==> src/hw/rtl/posix_to_fat_timestamp_defines.svh <==
// ----------------------------------------------------------------------------
// posix_to_fat_timestamp_defines.svh
// Assertion macros for the timestamp converter RTL.
// ----------------------------------------------------------------------------
`ifndef POSIX_TO_FAT_TIMESTAMP_DEFINES_SVH
`define POSIX_TO_FAT_TIMESTAMP_DEFINES_SVH

// Check a property on every clock edge outside reset.
`define PTF_ASSERT(name, prop, msg) \
  name: assert property (@(posedge clk_i) disable iff (!rst_ni) (prop)) \
    else $error(msg);

// Check a condition whenever the output register holds an item.
`define PTF_ASSERT_OUT(name, cond, msg) \
  `PTF_ASSERT(name, out_if.valid |-> (cond), msg)

`endif

==> src/hw/rtl/ptf_pkg.sv <==
// ----------------------------------------------------------------------------
// ptf_pkg
// Types, constants and calendar tables of the timestamp converter.
// ----------------------------------------------------------------------------
package ptf_pkg;

  typedef struct packed {
    logic [31:0] posix_seconds;
  } ptf_item_t;

  typedef struct packed {
    logic [6:0]  year_offset;
    logic [3:0]  month_number;
    logic [4:0]  day_of_month;
    logic [4:0]  hour_of_day;
    logic [5:0]  minute_of_hour;
    logic [5:0]  second_of_minute;
    logic [15:0] fat_time_word;
    logic [15:0] fat_date_word;
    logic        before_1980;
  } ptf_result_t;

  typedef struct packed {
    logic s3;
    logic s4;
    logic s5;
    logic s6;
  } ptf_adv_t;

  // seconds / 86400 = (seconds >> 7) / 675
  localparam int unsigned DayShift    = 7;
  localparam int unsigned DayOdd      = 675;
  localparam int unsigned DayMul      = 50903317;
  localparam int unsigned DayMulShift = 35;

  // first day of 2100-03-01 counted from 1970-01-01
  localparam int unsigned LeapSkipDay = 47541;
  // days from 1968-01-01 to 1970-01-01
  localparam int unsigned EpochBias   = 731;
  localparam int unsigned QuadDays    = 1461;
  localparam int unsigned QuadMul     = 91868;
  localparam int unsigned QuadShift   = 27;
  // years from 1968 to 1980
  localparam int unsigned FatYearBias = 12;

  localparam int unsigned SecsPerHour = 3600;
  localparam int unsigned HourMul     = 9321;
  localparam int unsigned HourShift   = 21;
  localparam int unsigned SecsPerMin  = 60;
  localparam int unsigned MinMul      = 1093;
  localparam int unsigned MinShift    = 14;

  function automatic logic [8:0] month_start(input logic [3:0] month, input logic leap);
    logic [8:0] base;
    unique case (month)
      4'd1:    base = 9'd0;
      4'd2:    base = 9'd31;
      4'd3:    base = 9'd59;
      4'd4:    base = 9'd90;
      4'd5:    base = 9'd120;
      4'd6:    base = 9'd151;
      4'd7:    base = 9'd181;
      4'd8:    base = 9'd212;
      4'd9:    base = 9'd243;
      4'd10:   base = 9'd273;
      4'd11:   base = 9'd304;
      4'd12:   base = 9'd334;
      default: base = 9'd0;
    endcase
    return base + 9'(leap && (month > 4'd2));
  endfunction

  function automatic logic [10:0] quad_year_start(input logic [1:0] year_in_quad);
    logic [10:0] base;
    unique case (year_in_quad)
      2'd0:    base = 11'd0;
      2'd1:    base = 11'd366;
      2'd2:    base = 11'd731;
      default: base = 11'd1096;
    endcase
    return base;
  endfunction

endpackage

==> src/hw/rtl/ptf_in_if.sv <==
// ----------------------------------------------------------------------------
// ptf_in_if
// Input channel: one POSIX seconds count per item.
// ----------------------------------------------------------------------------
interface ptf_in_if;
  import ptf_pkg::*;

  logic      valid;
  logic      ready;
  ptf_item_t payload;

  modport source (output valid, output payload, input ready);
  modport sink (input valid, input payload, output ready);
endinterface

==> src/hw/rtl/ptf_out_if.sv <==
// ----------------------------------------------------------------------------
// ptf_out_if
// Output channel: one calendar and FAT timestamp result per item.
// ----------------------------------------------------------------------------
interface ptf_out_if;
  import ptf_pkg::*;

  logic        valid;
  logic        ready;
  ptf_result_t payload;

  modport source (output valid, output payload, input ready);
  modport sink (input valid, input payload, output ready);
endinterface

==> src/hw/rtl/ptf_tod_path.sv <==
// ----------------------------------------------------------------------------
// ptf_tod_path
// Time-of-day split of the seconds within a day, stages three to six.
// ----------------------------------------------------------------------------
module ptf_tod_path (
  input  logic              clk_i,
  input  ptf_pkg::ptf_adv_t adv_i,
  input  logic [16:0]       rem_i,
  output logic [4:0]        hour_o,
  output logic [5:0]        minute_o,
  output logic [5:0]        second_o
);
  import ptf_pkg::*;

  logic [26:0] hp3_q, hp3_d;
  logic [16:0] rem3_q;
  logic [4:0]  hour4_d, hour4_q, hour5_q, hour6_q;
  logic [11:0] remh4_d, remh4_q, remh5_q;
  logic [20:0] mp5_d, mp5_q;
  logic [5:0]  minute6_d, minute6_q, second6_d, second6_q;

  assign hp3_d     = 27'(rem_i[16:4]) * 27'(HourMul);
  assign hour4_d   = hp3_q[HourShift+4:HourShift];
  assign remh4_d   = 12'(rem3_q - 17'(hour4_d) * 17'(SecsPerHour));
  assign mp5_d     = 21'(remh4_q[11:2]) * 21'(MinMul);
  assign minute6_d = mp5_q[MinShift+5:MinShift];
  assign second6_d = 6'(remh5_q - 12'(minute6_d) * 12'(SecsPerMin));

  always_ff @(posedge clk_i) begin
    if (adv_i.s3) begin
      hp3_q  <= hp3_d;
      rem3_q <= rem_i;
    end
    if (adv_i.s4) begin
      hour4_q <= hour4_d;
      remh4_q <= remh4_d;
    end
    if (adv_i.s5) begin
      hour5_q <= hour4_q;
      remh5_q <= remh4_q;
      mp5_q   <= mp5_d;
    end
    if (adv_i.s6) begin
      hour6_q   <= hour5_q;
      minute6_q <= minute6_d;
      second6_q <= second6_d;
    end
  end

  assign hour_o   = hour6_q;
  assign minute_o = minute6_q;
  assign second_o = second6_q;
endmodule

==> src/hw/rtl/posix_to_fat_timestamp.sv <==
// Latency: six register stages lie between an accepted item and its result.
// Throughput: one item per cycle while the output is not stalled, through the six-stage divide-by-constant pipeline.
// Each stage holds while the stage after it is full and stalled, so bubbles collapse.
// Reset (rst_ni low, asynchronous) clears the stage valid bits only.
// ----------------------------------------------------------------------------
// posix_to_fat_timestamp
// Converts a POSIX seconds count to calendar fields and FAT date/time words.
// ----------------------------------------------------------------------------
`include "posix_to_fat_timestamp_defines.svh"

module posix_to_fat_timestamp (
  input logic      clk_i,
  input logic      rst_ni,
  ptf_in_if.sink   in_if,
  ptf_out_if.source out_if
);
  import ptf_pkg::*;

  localparam int unsigned NumStages = 6;

  logic [NumStages-1:0] v_q;
  logic [NumStages-1:0] en;
  ptf_adv_t             adv;

  // stage 1
  logic [50:0] p1_q, p1_d;
  logic [24:0] hi1_q;
  logic [6:0]  lo1_q;
  // stage 2
  logic [15:0] days2_d, days2_q;
  logic [9:0]  remhi2_d;
  logic [16:0] rem2_q;
  // stage 3
  logic [15:0] e3_d, e3_q;
  logic [32:0] qp3_q;
  // stage 4
  logic [5:0]  quad4_d, quad4_q;
  logic [10:0] r4_d, r4_q;
  // stage 5
  logic [1:0]  yi5;
  logic [7:0]  yrel5;
  logic [8:0]  doy5_d, doy5_q;
  logic        leap5_q;
  logic [6:0]  yoff5_q;
  logic        before5_q;
  // stage 6
  logic [10:0] ge6;
  logic [3:0]  month6_d, month6_q;
  logic [4:0]  day6_d, day6_q;
  logic [6:0]  yoff6_q;
  logic        before6_q;

  logic [4:0]  hour;
  logic [5:0]  minute, second;

  always_comb begin
    en[NumStages-1] = !v_q[NumStages-1] || out_if.ready;
    for (int k = NumStages - 2; k >= 0; k--) begin
      en[k] = !v_q[k] || en[k+1];
    end
  end

  assign in_if.ready = en[0];
  assign adv = '{s3: en[2], s4: en[3], s5: en[4], s6: en[5]};

  always_ff @(posedge clk_i or negedge rst_ni) begin
    if (!rst_ni) begin
      v_q <= '0;
    end else begin
      if (en[0]) begin
        v_q[0] <= in_if.valid;
      end
      for (int k = 1; k < NumStages; k++) begin
        if (en[k]) begin
          v_q[k] <= v_q[k-1];
        end
      end
    end
  end

  assign p1_d     = 51'(in_if.payload.posix_seconds[31:DayShift]) * 51'(DayMul);
  assign days2_d  = p1_q[DayMulShift+15:DayMulShift];
  assign remhi2_d = 10'(hi1_q - 25'(days2_d) * 25'(DayOdd));
  assign e3_d     = 16'(days2_q + 16'(days2_q >= 16'(LeapSkipDay)) + 16'(EpochBias));
  assign quad4_d  = qp3_q[QuadShift+5:QuadShift];
  assign r4_d     = 11'(e3_q - 16'(quad4_d) * 16'(QuadDays));

  always_comb begin
    if (r4_q < 11'd366) begin
      yi5 = 2'd0;
    end else if (r4_q < 11'd731) begin
      yi5 = 2'd1;
    end else if (r4_q < 11'd1096) begin
      yi5 = 2'd2;
    end else begin
      yi5 = 2'd3;
    end
  end

  assign doy5_d = 9'(r4_q - quad_year_start(yi5));
  assign yrel5  = {quad4_q, 2'b00} + 8'(yi5);

  always_comb begin
    for (int m = 2; m <= 12; m++) begin
      ge6[m-2] = doy5_q >= month_start(4'(m), leap5_q);
    end
  end

  assign month6_d = 4'd1 + 4'($countones(ge6));
  assign day6_d   = 5'(doy5_q - month_start(month6_d, leap5_q) + 9'd1);

  always_ff @(posedge clk_i) begin
    if (en[0]) begin
      p1_q  <= p1_d;
      hi1_q <= in_if.payload.posix_seconds[31:DayShift];
      lo1_q <= in_if.payload.posix_seconds[DayShift-1:0];
    end
    if (en[1]) begin
      days2_q <= days2_d;
      rem2_q  <= {remhi2_d, lo1_q};
    end
    if (en[2]) begin
      e3_q  <= e3_d;
      qp3_q <= 33'(e3_d) * 33'(QuadMul);
    end
    if (en[3]) begin
      quad4_q <= quad4_d;
      r4_q    <= r4_d;
    end
    if (en[4]) begin
      doy5_q    <= doy5_d;
      leap5_q   <= (yi5 == 2'd0);
      yoff5_q   <= 7'(yrel5 - 8'(FatYearBias));
      before5_q <= yrel5 < 8'(FatYearBias);
    end
    if (en[5]) begin
      month6_q  <= month6_d;
      day6_q    <= day6_d;
      yoff6_q   <= yoff5_q;
      before6_q <= before5_q;
    end
  end

  ptf_tod_path u_tod (
    .clk_i    (clk_i),
    .adv_i    (adv),
    .rem_i    (rem2_q),
    .hour_o   (hour),
    .minute_o (minute),
    .second_o (second)
  );

  assign out_if.valid                    = v_q[NumStages-1];
  assign out_if.payload.year_offset      = yoff6_q;
  assign out_if.payload.month_number     = month6_q;
  assign out_if.payload.day_of_month     = day6_q;
  assign out_if.payload.hour_of_day      = hour;
  assign out_if.payload.minute_of_hour   = minute;
  assign out_if.payload.second_of_minute = second;
  assign out_if.payload.fat_time_word    = {hour, minute, second[5:1]};
  assign out_if.payload.fat_date_word    = {yoff6_q, month6_q, day6_q};
  assign out_if.payload.before_1980      = before6_q;

  `PTF_ASSERT(a_full_stall, (&v_q && !out_if.ready) |-> !in_if.ready, "input taken when full")
  `PTF_ASSERT_OUT(a_date_range, month6_q >= 4'd1 && month6_q <= 4'd12 && day6_q != 5'd0, "bad date")
  `PTF_ASSERT_OUT(a_time_range, hour < 5'd24 && minute < 6'd60 && second < 6'd60, "bad time")
  `PTF_ASSERT_OUT(a_before_year, !before6_q || yoff6_q >= 7'd118, "pre-1980 flag off")
endmodule

==> src/flat_wrapper.sv <==
// flat-port wrapper written by rule: the top's interface ports become plain ports
module posix_to_fat_timestamp_flat import ptf_pkg::*;
  (clk_i, rst_ni, in_if_valid, in_if_payload, in_if_ready, out_if_valid, out_if_payload, out_if_ready);
  ptf_in_if in_if_i ();
  ptf_out_if out_if_i ();
  input logic clk_i;
  input logic rst_ni;
  input wire logic [$bits(in_if_i.valid)-1:0] in_if_valid;
  input wire logic [$bits(in_if_i.payload)-1:0] in_if_payload;
  output wire logic [$bits(in_if_i.ready)-1:0] in_if_ready;
  output wire logic [$bits(out_if_i.valid)-1:0] out_if_valid;
  output wire logic [$bits(out_if_i.payload)-1:0] out_if_payload;
  input wire logic [$bits(out_if_i.ready)-1:0] out_if_ready;
  assign in_if_i.valid = in_if_valid;
  assign in_if_i.payload = in_if_payload;
  assign in_if_ready = in_if_i.ready;
  assign out_if_valid = out_if_i.valid;
  assign out_if_payload = out_if_i.payload;
  assign out_if_i.ready = out_if_ready;
  posix_to_fat_timestamp u_core (.clk_i(clk_i), .rst_ni(rst_ni), .in_if(in_if_i), .out_if(out_if_i));
endmodule
==> config.mk <==
export PLATFORM = sky130hd
export DESIGN_NAME = posix_to_fat_timestamp_flat
export DESIGN_NICKNAME = d
export VERILOG_FILES = /design/src/hw/rtl/ptf_pkg.sv /design/src/hw/rtl/ptf_in_if.sv /design/src/hw/rtl/ptf_out_if.sv /design/src/hw/rtl/ptf_tod_path.sv /design/src/hw/rtl/posix_to_fat_timestamp.sv /design/src/flat_wrapper.sv
export VERILOG_INCLUDE_DIRS = /design/src /design/src/hw/rtl
export SDC_FILE = /design/constraint.sdc
export NUM_CORES = 1
export LEC_CHECK = 0
export BUFFER_PORTS_ARGS = -buffer_cell sky130_fd_sc_hd__buf_2
export CORE_ASPECT_RATIO = 1.2
export CORE_MARGIN = 2
export CORE_UTILIZATION = 70
export DETAILED_ROUTE_END_ITERATION = 16
export GPL_TIMING_DRIVEN = 0
export PLACE_DENSITY = 0.95
export SETUP_SLACK_MARGIN = 0.15
export SKIP_CTS_REPAIR_TIMING = 1
export SKIP_LAST_GASP = 1
export SLEW_MARGIN = 15
export SYNTH_ARGS = -nofsm -noshare
export SYNTH_HDL_FRONTEND = slang
export SYNTH_SLANG_ARGS = --single-unit
==> constraint.sdc <==
create_clock -name clk_i -period 19.2 [get_ports clk_i]
set_input_delay 0.96 -clock clk_i [delete_from_list [all_inputs] [get_ports clk_i]]
set_output_delay 0.96 -clock clk_i [all_outputs]
set_load 0.01 [all_outputs]
==> qor.yml <==
status: "completed"
syn_nets: 3528
syn_area_um2: 27930
r2r_start: "u_core.days2_q[1]"
rsz0062_at_grt: "false"
synth_flop_cell: "edfxtp_1"
synthTopCellsByArea: "ha_1 (29%), fa_1 (25%), edfxtp_1 (22%), inv_1 (9.2%), xnor2_1 (2.8%)"
drv_cap: 0
areaGrowthSynthToFinish_pct: 6.876
worstPathArrival_ns: 10.09
cts_made_buffers: 21
grt_max_degree: 37
fp-row-count: 80
slowest_stage: "xor2_1"
grt-ovfl-total: 0
start_util_pct: 70.65
dp_cells: 3132
fin_nets: 3656
synth_common_cells: "inv_1 (681), ha_1 (646), fa_1 (352)"
nFillCells: 2299
clk_pin_slew_ns: 0.06
synth_edf_count: 203
synth_cell_types: 59
drt-vias-per-instance: 5.787
max_freq_ghz: 0.1018
ys_ff_latch: 209
htree_levels: 1
required_ns: 19.47
place_area_um2: 29170
die_x_um: 186.4
synth_top_area_share_pct: 28.94
min_period_over_period_pct: 51.15
cts.path.max_buffers: 3
crit_path_end_kind: "flip-flop"
syn_inst: 2494
yosysMostFrequentCell: "inv_1"
timing.hold.ws_ns: 0.2587
clk_latency_ns: 0.52
grt_pass1_vias: 21250
setup_tns_ns: 0
r2r-end: "u_core.qp3_q[32]"
syn_avg_cell_area_um2: 11.20
root_buffer: "clkbuf_16"
first_pass_iters: 5
min_path_type: "primary input to asynchronous set/reset pin"
dieHeight_um: 222.8
stdcell_area_um2: 29850
yosysSeqAreaShare_pct: 22.36
hold_viol_final: 0
synthArstFlopShare_pct: 2.871
design.core.area_um2: 39540
wl_per_cell_um: 19.51
max_stage_delay_ns: 0.71
period_minus_slack_ns: 9.822
critPathLaunchType: "flip-flop"
yosysTopAreaCell: "ha_1"
grt_pass1_wl_um: 100800
drive_gt1_share_pct: 7.129
gp_congestion: 0.9866
port_buffers: 103
grtUsageTotal_pct: 30.70
ioPinCount: 104
cts_tree: "done"
wl_um: 61850
max-slew-margin-rel_pct: 18.21
vias: 18350
finalSetupViolCount: 0
r2r_cells: 35
yosys_warnings: 0
drc: 0
cts.sinks: 209
fin_cells: 3171
drt.antenna.violating_nets: 0
drv_slew: 0
die-area_um2: 41520
drt_iter0_drc: 1204
r2r_setup_slack_ns: 9.38
crit_type: "flip-flop to flip-flop"
antenna_found_initial: 0
hpwlAfterDp_um: 50680
finClkSkew_ns: 0.01062
crit_fanout: 7
worstMarginPinSlew_ns: 1.223
==> cells by family (layout without fill, tap and decap cells) <==
group                      after synthesis  count (layout)  synth area share [%]
AOI/OAI and AO/OA                      250             250                 5.863
xor gates and xnor gates               132             132                 4.139
adders and majority gates              999             999                 54.20
buffers and inverters                  722             865                 10.15
DFF                                    209             209                 22.36
muxes                                    2               2                0.1165
other                                    0               1                     0
and+or+nand+nor                        180             180                 3.176
==> registers in the layout, summed over array words and instances (netlist names), 5 cells and up <==
signal	cells
u_core.rem2_q	17
u_core.days2_q	16
u_core.p1_q	16
u_core.u_tod.remh4_q	12
u_core.e3_q	11
u_core.r4_q	11
u_core.hi1_q	10
u_core.doy5_q	9
u_core.u_tod.rem3_q	9
u_core.u_tod.hp3_q	8
u_core.lo1_q	7
u_core.yoff5_q	7
u_core.yoff6_q	7
u_core.qp3_q	6
u_core.quad4_q	6
u_core.u_tod.minute_o	6
u_core.u_tod.mp5_q	6
u_core.u_tod.remh5_q	6
u_core.u_tod.second_o	6
u_core.v_q	6
u_core.day6_q	5
u_core.u_tod.hour4_q	5
u_core.u_tod.hour5_q	5
u_core.u_tod.hour_o	5
==> area by class of cell <==
| type | count | area, um2 | share of cell area, % |
|---|---|---|---|
| Sequential cell | 209 | 6246 | 20.92 |
| Tap cell | 533 | 666.9 | 2.234 |
| Buffer | 41 | 277.8 | 0.9304 |
| Timing Repair Buffer | 105 | 555.5 | 1.861 |
| Inverter | 681 | 2556 | 8.562 |
| Clock buffer | 27 | 558.0 | 1.869 |
| Clock inverter | 11 | 115.1 | 0.3856 |
| Antenna cell | 1 | 2.502 | 0.008382 |
| Multi-Input combinational cell | 1563 | 18880 | 63.23 |
==> critical path: cells and delay by family (launching register included) <==
family                   cells  cell delay, ns
adder cells (fa/ha/maj)      8            3.68
AO/OA/AOI/OAI               12            3.03
AND/OR/NAND/NOR              7            1.11
XOR/XNOR                     2            0.84
buffers and inverters        6            0.53
flip-flops                   1            0.39
==> stage by stage <==
| step | setup WS, ns | util [%] |
|---|---|---|
| after floorplan | 11.03 | - |
| after global placement | 9.960 | 73.64 |
| after detailed placement | 9.622 | 73.78 |
| after CTS | 9.497 | 75.48 |
| after global routing | 8.944 | 75.50 |
| final | 9.378 | 75.51 |
==> placed cells by master, fill, tap and decap left out, types with 9 or more instances in the layout <==
master	instances
nand4_1	12
nor2b_1	16
clkbuf_16	21
o21ai_0	37
o21bai_1	13
a21oi_1	82
buf_2	103
inv_1	679
edfxtp_1	203
nor2_1	48
nand2b_1	12
and3_1	9
clkbuf_1	13
ha_1	646
nand2_1	43
xor2_1	44
nand3_1	11
buf_4	33
a21o_1	52
fa_1	352
xnor2_1	87
==> worst max-delay path by stage <==
stage	startpoint	endpoint	slack, ns	cells past startpoint
2_1_floorplan	u_core.days2_q[1]	u_core.qp3_q[32]	11.03	35
3_3_place_gp	u_core.days2_q[1]	u_core.qp3_q[32]	9.96	35
3_5_place_dp	u_core.days2_q[1]	u_core.qp3_q[32]	9.62	35
4_1_cts	u_core.days2_q[1]	u_core.qp3_q[32]	9.50	35
5_1_grt	u_core.days2_q[0]	u_core.qp3_q[32]	8.94	35
6_report	u_core.days2_q[1]	u_core.qp3_q[32]	9.38	35
==> per-layer routing <==
metal  routed length [um]  GRT usage, %
met1                20450         30.32
met5                    0             0
met4                 4035         17.94
met3                 2835         3.191
met2                34530         61.21
Power is left out: the tool's default activity adds up to more than one toggle a clock period on the data nets, which glitch-free logic cannot reach.
